===== src/sv/qec_pkg.sv =====
// Types and constants shared by the quadrature encoder counter files.
package qec_pkg;

  typedef struct packed {
    logic               func;
    logic               pin_a;
    logic               pin_b;
    logic signed [31:0] load_value;
  } qec_in_t;

  typedef struct packed {
    logic signed [31:0] count;
    logic               notify;
  } qec_out_t;

  typedef enum logic [2:0] {
    STG_IDLE      = 3'b001,
    STG_ARMED     = 3'b010,
    STG_SEEN_ZERO = 3'b100
  } stage_t;

  typedef enum logic [2:0] {
    DIR_NONE = 3'b001,
    DIR_CW   = 3'b010,
    DIR_CCW  = 3'b100
  } dir_t;

  // Pin pattern codes, {pin_b, pin_a}
  localparam logic [1:0] PINS_NONE = 2'b00;
  localparam logic [1:0] PINS_A    = 2'b01;
  localparam logic [1:0] PINS_B    = 2'b10;
  localparam logic [1:0] PINS_BOTH = 2'b11;

  localparam logic [31:0] NOTIFY_RESET = 32'hDEADBEEF;

endpackage


===== src/sv/qec_if.sv =====
// Valid/ready channel interfaces for sample items and result items.
interface qec_in_if;
  import qec_pkg::*;
  logic    valid;
  logic    ready;
  qec_in_t data;
  modport source (output valid, output data, input ready);
  modport sink (input valid, input data, output ready);
endinterface

interface qec_out_if;
  import qec_pkg::*;
  logic     valid;
  logic     ready;
  qec_out_t data;
  modport source (output valid, output data, input ready);
  modport sink (input valid, input data, output ready);
endinterface


===== src/sv/quadrature_encoder_counter_unit.sv =====
// Quadrature encoder detent counter: top level.
// Channels: sample (sink) takes one item per cycle, either a pin sample of
//   encoder channels A/B (func = 0) or a count load (func = 1, load_value).
//   result (source) returns exactly one item per accepted item: the signed
//   32-bit detent count after that item and a notify flag.
// Result: registered; result.valid rises in the cycle after acceptance.
// Throughput: one item per cycle; the detent machine, count and notify
//   compare update in a single pass into the result register.
// Stall: while a result waits unaccepted, sample.ready follows result.ready,
//   so a new item is taken in the same cycle the held result leaves.
// Reset (rst, synchronous): machine idle, no direction, count 0,
//   last notified value 0xDEADBEEF, no result pending; sample.ready is low
//   while rst is high.
// Notify is raised on a both-high sample when the count differs from the
//   last notified value, which is then updated.
module quadrature_encoder_counter_unit (
  input logic    clk,
  input logic    rst,
  qec_in_if.sink sample,
  qec_out_if.source result
);
  import qec_pkg::*;

  stage_t      stage, stage_next;
  dir_t        direction, direction_next;
  logic [31:0] detent_count, detent_count_next;
  logic [31:0] last_notified, last_notified_next;
  logic        notify_next;
  logic        out_valid;
  qec_out_t    out_data;
  logic        accept;
  logic [1:0]  pins;

  assign sample.ready = !rst && (!out_valid || result.ready);
  assign accept       = sample.valid && sample.ready;
  assign pins         = {sample.data.pin_b, sample.data.pin_a};

  assign result.valid = out_valid;
  assign result.data  = out_data;

  always_comb begin
    stage_next         = stage;
    direction_next     = direction;
    detent_count_next  = detent_count;
    last_notified_next = last_notified;
    notify_next        = 1'b0;
    if (sample.data.func) begin
      detent_count_next = sample.data.load_value;
    end else begin
      case (pins)
        PINS_BOTH: begin
          stage_next     = STG_IDLE;
          direction_next = DIR_NONE;
          if (detent_count != last_notified) begin
            last_notified_next = detent_count;
            notify_next        = 1'b1;
          end
        end
        PINS_NONE: begin
          if (stage == STG_ARMED) begin
            stage_next = STG_SEEN_ZERO;
          end
        end
        default: begin
          if (stage == STG_SEEN_ZERO && direction == DIR_CW && pins == PINS_B) begin
            detent_count_next = detent_count + 32'd1;
            stage_next        = STG_IDLE;
          end else if (stage == STG_SEEN_ZERO && direction == DIR_CCW
                       && pins == PINS_A) begin
            detent_count_next = detent_count - 32'd1;
            stage_next        = STG_IDLE;
          end else begin
            direction_next = (pins == PINS_A) ? DIR_CW : DIR_CCW;
            stage_next     = STG_ARMED;
          end
        end
      endcase
    end
  end

  always_ff @(posedge clk) begin
    if (rst) begin
      stage         <= STG_IDLE;
      direction     <= DIR_NONE;
      detent_count  <= '0;
      last_notified <= NOTIFY_RESET;
      out_valid     <= 1'b0;
    end else begin
      if (accept) begin
        stage         <= stage_next;
        direction     <= direction_next;
        detent_count  <= detent_count_next;
        last_notified <= last_notified_next;
        out_valid     <= 1'b1;
      end else if (result.ready) begin
        out_valid <= 1'b0;
      end
    end
  end

  always_ff @(posedge clk) begin
    if (accept) begin
      out_data.count  <= detent_count_next;
      out_data.notify <= notify_next;
    end
  end

`ifndef SYNTH
  a_accept_gives_result: assert property (@(posedge clk) disable iff (rst)
    accept |=> result.valid)
    else $error("accepted item produced no result");

  a_load_count: assert property (@(posedge clk) disable iff (rst)
    accept && sample.data.func |=> result.data.count == $past(sample.data.load_value))
    else $error("load item did not set the count");

  a_notify_raised: assert property (@(posedge clk) disable iff (rst)
    accept && !sample.data.func && pins == PINS_BOTH && detent_count != last_notified
    |=> result.data.notify && last_notified == result.data.count)
    else $error("changed count not notified");

  a_no_notify_off_both: assert property (@(posedge clk) disable iff (rst)
    accept && (sample.data.func || pins != PINS_BOTH) |=> !result.data.notify)
    else $error("notify raised on an item that is not a both-high sample");
`endif

endmodule

===== src/flat_wrapper.sv =====
// flat-port wrapper written by rule: the top's interface ports become plain ports
module quadrature_encoder_counter_unit_flat import qec_pkg::*;
  (clk, rst, sample_valid, sample_data, sample_ready, result_valid, result_data, result_ready);
  qec_in_if sample_i ();
  qec_out_if result_i ();
  input logic clk;
  input logic rst;
  input wire logic [$bits(sample_i.valid)-1:0] sample_valid;
  input wire logic [$bits(sample_i.data)-1:0] sample_data;
  output wire logic [$bits(sample_i.ready)-1:0] sample_ready;
  output wire logic [$bits(result_i.valid)-1:0] result_valid;
  output wire logic [$bits(result_i.data)-1:0] result_data;
  input wire logic [$bits(result_i.ready)-1:0] result_ready;
  assign sample_i.valid = sample_valid;
  assign sample_i.data = sample_data;
  assign sample_ready = sample_i.ready;
  assign result_valid = result_i.valid;
  assign result_data = result_i.data;
  assign result_i.ready = result_ready;
  quadrature_encoder_counter_unit u_core (.clk(clk), .rst(rst), .sample(sample_i), .result(result_i));
endmodule

===== config.mk =====
export PLATFORM = sky130hd
export DESIGN_NAME = quadrature_encoder_counter_unit_flat
export DESIGN_NICKNAME = d
export VERILOG_FILES = /design/src/sv/qec_pkg.sv /design/src/sv/qec_if.sv /design/src/sv/quadrature_encoder_counter_unit.sv /design/src/flat_wrapper.sv
export SDC_FILE = /design/constraint.sdc
export NUM_CORES = 1
export LEC_CHECK = 0
export BUFFER_PORTS_ARGS = -buffer_cell sky130_fd_sc_hd__buf_2
export CAP_MARGIN = 20
export CORE_UTILIZATION = 45
export DETAILED_ROUTE_END_ITERATION = 6
export SLEW_MARGIN = 20
export SYNTH_ARGS = -nofsm -noshare
export SYNTH_HDL_FRONTEND = slang
export SYNTH_SLANG_ARGS = --single-unit

===== constraint.sdc =====
create_clock -name clk -period 2.82 [get_ports clk]
set_input_delay 0 -clock clk [delete_from_list [all_inputs] [get_ports clk]]
set_output_delay 0 -clock clk [all_outputs]
set_load 0.02 [all_outputs]

==> flow_metrics.env, run 1 <==
export IMPL_drt_antenna_violating_nets=0
export IMPL_gr_usage_all_layers=0.308
export IMPL_p_sw_w=0.00108
export IMPL_final_nets=873
export IMPL_post_cts_buffers=0
export IMPL_vias_per_cell=5.90
export IMPL_hold_class="input pin to flip-flop"
export IMPL_synthFlopType="dfxtp_1"
export IMPL_cp_arrival_ps=2870
export IMPL_clockBufferDepth=2
export IMPL_overflow=0
export IMPL_tightest_slew_ps=702
export IMPL_place_area_sq_mm=0.00710
export IMPL_tns_ps=0
export IMPL_p_seq_frac=0.469
export IMPL_register_area_sq_mm=0.00241
export IMPL_drc=0
export IMPL_ys_async_sr_fraction=0
export IMPL_syn_nets=767
export IMPL_min_delay_start="sample_data[14]"
export IMPL_core_sq_mm=0.0138
export IMPL_path_max_fanout=10
export IMPL_drt_initial_drc_count=576
export IMPL_period_minus_slack_ps=2750
export IMPL_wl_per_cell_um=21.6
export IMPL_io_pins=74
export IMPL_status="finished, final reports clean"
export IMPL_die_y_um=121
export IMPL_ff2ff_path_depth=6
export IMPL_max_cap_violations=0
export IMPL_skew_ps=13.2
export IMPL_r2r_slack_ps=70
export IMPL_syn_area_per_cell_sq_um=8.82
export IMPL_drive_gt1_frac=0.228
export IMPL_final_core_util=0.558
export IMPL_synth_edff_count=33
export IMPL_port_buffers=73
export IMPL_path_clk_slew_ps=70
export IMPL_root_buffer="clkbuf_16"
export IMPL_period_share=0.975
export IMPL_rsz0062_at_grt="false"
export IMPL_relSlewSlack=0.532
export IMPL_cts_tree="yes"
export IMPL_r2r_start="u_core.detent_count[17]"
export IMPL_place_gp_congestion=0.957
export IMPL_syn_area_sq_mm=0.00636
export IMPL_insertion_delay_ps=360
export IMPL_die_x_um=121
export IMPL_hold_slack_ps=8.64
export IMPL_hpwlAfterDp_um=16400
export IMPL_finalSetupViolCount=0
export IMPL_power_density_mw_per_mm2=471
export IMPL_finalHoldViolCount=0
export IMPL_total_power_w=0.00363
export IMPL_clock_sinks=104
export IMPL_final_common_cell="nor2_1"
export IMPL_synth_warnings=0
export IMPL_num_vias=5968
export IMPL_htreeDepth=3
export IMPL_critical_path_required_ps=2940
export IMPL_final_cell_mix="nor2_1 (75), buf_2 (73), dfxtp_1 (71)"
export IMPL_multi_input_area_sq_mm=0.00360
export IMPL_ys_ff_latch=104
export IMPL_grt_pass1_wl_um=33100
export IMPL_whs_endpoint="u_core.result.data[15]"
export IMPL_start_kind="flip-flop"
export IMPL_die_area_sq_mm=0.0146
export IMPL_grt_start_max_net_pins=72
export IMPL_first_pass_iters=5
export IMPL_syn_inst=721
export IMPL_whs_path_depth=3
export IMPL_max_freq_mhz=364
export IMPL_power_leakage_nw=3.12
export IMPL_criticalPathCategory="flip-flop to flip-flop"
export IMPL_wl_um=21900
export IMPL_irDropWorstVdd_v=0.000274
export IMPL_ys_seq_area_frac=0.379
export IMPL_antenna_cells=0
export IMPL_slew_violations=0
export IMPL_antenna_found_initial=0
export IMPL_swShare=0.297
export IMPL_rows=43
export IMPL_p_comb_frac=0.183
export IMPL_r2r_end="u_core.result.data[31]"
export IMPL_cp_end_kind="flip-flop"
export IMPL_cts_buffers=9
export IMPL_grt_pass1_vias=5650
export IMPL_intPower_w=0.00256
export IMPL_stdcell_area_sq_mm=0.00771
export IMPL_synthDistinctLibCells=79
export IMPL_start_util=0.460
export IMPL_area_growth_pct=21.2
export IMPL_clkPwrFrac=0.348
export IMPL_num_fill_cells=1283
-- cells in the mapped netlist, types with 5 or more instances --
cell type	number	area [sq um]
a21o_1	7	52.6
o31a_1	8	70.1
nand4_1	17	106
o211ai_1	10	75.1
mux2_2	10	113
a21oi_1	40	200
o22ai_1	8	50.1
a21boi_0	8	60.1
edfxtp_1	33	991
dfxtp_1	71	1420
ha_1	7	87.6
nand2_1	54	203
o2bb2ai_1	7	61.3
nor3_1	8	40.0
o21ai_0	40	200
xnor2_1	25	219
clkbuf_1	39	146
nor2b_1	5	31.3
xor2_1	39	342
nor4_1	18	113
and3_1	15	93.8
buf_2	14	70.1
or3_1	5	31.3
buf_4	7	52.6
inv_1	17	63.8
nand3_1	21	105
nor2_1	75	282
mux2i_1	6	60.1
o21ai_1	12	60.1
-- registers in the layout (all words and copies together) (netlist names) --
signal / flops
u_core.stage: 3
u_core.result.valid: 1
u_core.result.data: 33
u_core.direction: 3
u_core.detent_count: 32
u_core.last_notified: 32
-- area by class of cell --
| class | count | share of cell area |
|---|---|---|
| Clock inverter | 6 | 0.00601 |
| Multi-Input combinational cell | 536 | 0.467 |
| Inverter | 18 | 0.00876 |
| Timing Repair Buffer | 158 | 0.143 |
| Clock buffer | 10 | 0.0325 |
| Tap cell | 180 | 0.0292 |
| Sequential cell | 104 | 0.313 |
-- kinds of logic (layout without fill, tap and decap cells) --
group	after synthesis	count (layout)	synth area share
compound gates	190	190	0.212
simple gates	259	259	0.222
buf+inv	81	192	0.0571
fa+ha+maj	7	7	0.0138
flops	104	104	0.379
xor+xnor	64	64	0.0881
mux	16	16	0.0272
-- per-layer routing --
metal | wire, um | vias up | global-route usage
met1 | 10200 | 2880 | 0.438
met4 | 566 | 0 | 0.117
li1 | - | 2833 | -
met3 | 1350 | 31 | 0.0404
met2 | 9720 | 224 | 0.472
met5 | 0 | - | 0
-- power by group through the flow --
stage	Clock [W]	Combinational, W	Sequential (W)
4_1_cts	0.00129	0.000656	0.00170
5_1_grt	0.00134	0.000720	0.00171
2_1_floorplan	0	0.000420	0.00171
3_5_place_dp	0	0.000620	0.00174
6_report	0.00127	0.000664	0.00170
3_3_place_gp	0	0.000619	0.00173
-- how the worst max path moves through the flow --
stage / from / to
floorplan: u_core.result.valid / u_core.detent_count[31]
CTS: u_core.detent_count[14] / u_core.last_notified[6]
detailed placement: u_core.detent_count[14] / u_core.last_notified[6]
global route: u_core.detent_count[17] / u_core.result.data[31]
global placement: u_core.detent_count[17] / u_core.result.data[31]
finish: u_core.detent_count[17] / u_core.result.data[31]
-- critical path, stage by stage (launching register included) --
cell	delay (ps)
dfxtp_1	430
or4_4	600
nor4_4	350
a31oi_2	230
nor4_2	410
xor2_1	190
mux2_2	300
-- what timing repair did --
item | 4_1_cts | 5_1_grt
hold endpoints to repair | 35 | 0
setup endpoints to repair | 0 | 15
gates resized for setup | 0 | 1
hold buffers | 31 | 0
-- per-stage QoR --
| stage | cells | worst slack, ps |
|---|---|---|
| floorplan | 721 | 278 |
| global placement | 965 | 90.0 |
| CTS | 1012 | 73.2 |
| finish | 1012 | 70.8 |
| detailed placement | 965 | 102 |
| global route | 1012 | 0.520 |
(Power assumes the default switching activity.)
==> run 2: changes to the inputs <==
--- a/config.mk
+++ b/config.mk
@@ -9,6 +9,7 @@
 export CAP_MARGIN = 20
 export CORE_UTILIZATION = 45
 export DETAILED_ROUTE_END_ITERATION = 6
+export HOLD_SLACK_MARGIN = 0.15
 export SLEW_MARGIN = 20
 export SYNTH_ARGS = -nofsm -noshare
 export SYNTH_HDL_FRONTEND = slang
==> constraint.sdc (replaced) <==
create_clock -name clk -period 2.82 [get_ports clk]
set_input_delay 0.564 -clock clk [delete_from_list [all_inputs] [get_ports clk]]
set_output_delay 0.564 -clock clk [all_outputs]
set_load 0.02 [all_outputs]
==> run 2 against run 1 <==
Against the previous run: critical path depth did not move; combinational power grew 2%; non-clock buffer count decreased by 7; first-iteration DRC count down 7.3%; clock power about the same; die area unchanged; sequential cell count did not move.
==> flow_metrics.env, run 2 (synthesis gave the netlist of run 1 again) <==
export IMPL_num_vias=5975
export IMPL_rows=43
export IMPL_path_max_fanout=6
export IMPL_irDropWorstVdd_v=0.000352
export IMPL_grt_start_max_net_pins=61
export IMPL_largest_register_ffs=33
export IMPL_post_cts_buffers=0
export IMPL_total_power_w=0.00366
export IMPL_cp_slowest_cell="or4b_1"
export IMPL_drive_gt1_frac=0.258
export IMPL_rsz0062_at_grt="false"
export IMPL_critical_path_required_ps=2940
export IMPL_die_y_um=121
export IMPL_path_buf_inv=0
export IMPL_cp_top_family="simple AND/OR/NAND/NOR gates"
export IMPL_tightest_slew_ps=597
export IMPL_cts_buffers=9
export IMPL_hpwlAfterDp_um=16200
export IMPL_die_x_um=121
export IMPL_slew_violations=0
export IMPL_vias_per_cell=5.95
export IMPL_root_buffer="clkbuf_16"
export IMPL_grt_pass1_vias=5635
export IMPL_status="finished, final reports clean"
export IMPL_intPower_w=0.00258
export IMPL_wl_um=21400
export IMPL_max_cap_violations=0
export IMPL_core_sq_mm=0.0138
export IMPL_first_pass_iters=5
export IMPL_clock_sinks=104
export IMPL_power_leakage_nw=3.13
export IMPL_drt_initial_drc_count=534
export IMPL_finalSetupViolCount=0
export IMPL_cp_arrival_ps=2790
export IMPL_htreeDepth=3
export IMPL_final_cell_mix="buf_4 (76), nor2_1 (75), buf_2 (73)"
export IMPL_antenna_found_initial=0
export IMPL_area_growth_pct=19.3
export IMPL_p_comb_frac=0.185
export IMPL_final_core_util=0.549
export IMPL_clkPwrFrac=0.354
export IMPL_cts_tree="yes"
export IMPL_final_nets=866
export IMPL_finalHoldViolCount=0
export IMPL_start_util=0.460
export IMPL_cp_cell_sequence="or4b_1 > nor3_1 > a32o_1 > o211ai_1 > xnor2_1 > mux2_2"
export IMPL_crit_path_max_incr_delay_ps=720
export IMPL_period_minus_slack_ps=2680
export IMPL_drt_antenna_violating_nets=0
export IMPL_criticalPathCategory="flip-flop to flip-flop"
export IMPL_relSlewSlack=0.602
export IMPL_p_sw_w=0.00108
export IMPL_place_gp_congestion=0.926
export IMPL_num_fill_cells=1294
export IMPL_p_seq_frac=0.461
export IMPL_period_share=0.949
export IMPL_antenna_cells=0
export IMPL_overflow=0
export IMPL_grt_pass1_wl_um=32800
export IMPL_final_common_cell="buf_4"
export IMPL_die_area_sq_mm=0.0146
export IMPL_start_kind="flip-flop"
export IMPL_drc=0
export IMPL_clockBufferDepth=2
export IMPL_swShare=0.295
export IMPL_max_freq_mhz=374
export IMPL_skew_ps=9.22
export IMPL_power_density_mw_per_mm2=482
export IMPL_port_buffers=73
export IMPL_cp_end_kind="flip-flop"
export IMPL_hold_class="input pin to flip-flop"
export IMPL_gr_usage_all_layers=0.305
export IMPL_io_pins=74
export IMPL_wl_per_cell_um=21.3
export IMPL_insertion_delay_ps=360
export IMPL_path_clk_slew_ps=80
run 2: layout make-up:
type                    instances  area [sq um]  share of cell area
clock buffers                  11           264              0.0348
clock inverters                 5          42.5             0.00561
inverters                      18          67.6             0.00891
multi-input cells             536          3600               0.474
flip-flops and latches        104          2410               0.318
well taps                     180           225              0.0297
repair buffers                151           976               0.129
run 2: final timing paths:
path / start / to / slack [ps] / depth (start not counted)
setup / recovery: u_core.direction[0] / u_core.result.data[30] / 140 / 6
hold / removal: sample_valid / u_core.result.valid / 450 / 3
setup reg to reg: u_core.direction[0] / u_core.result.data[30] / 140 / 6
hold reg to reg: u_core.stage[1] / u_core.stage[1] / 500 / 2
run 2: power groups by stage:
stage	Clock, W	Combinational, W	Sequential (W)
after global placement	0	0.000664	0.00172
after detailed placement	0	0.000666	0.00172
after floorplan	0	0.000420	0.00171
after global routing	0.00136	0.000730	0.00169
final	0.00130	0.000675	0.00169
after CTS	0.00132	0.000669	0.00168
run 2: through the flow:
stage | hold slack (ps) | TNS [ps] | setup slack (ps) | area (sq um) | instances
CTS | 452 | 0 | 84.1 | 7580 | 1005
global route | 476 | 0 | 96.0 | 7590 | 1005
global placement | 477 | -14.1 | -14.1 | 7280 | 989
finish | 453 | 0 | 145 | 7590 | 1005
floorplan | 463 | 0 | 85.8 | 6360 | 721
detailed placement | 486 | -35.6 | -32.0 | 7280 | 989
run 2: repair_timing:
| item | in CTS | in global routing |
|---|---|---|
| resized for setup | 0 | 1 |
| hold buffers | 0 | 0 |
| endpoints found under the setup margin | 0 | 1 |
run 2: worst reg2reg max path: cells and delay by family, from the launching register on:
kind                      cells  cell delay, ps
DFF                           1             330
muxes                         1             270
and+or+nand+nor               2            1150
xor gates and xnor gates      1             200
AOI/OAI and AO/OA             2             480
run 2: routing by layer:
metal,wire (um),GRT usage
met5,0,0
met4,488,0.101
met3,1440,0.0451
met2,9770,0.477
met1,9740,0.430
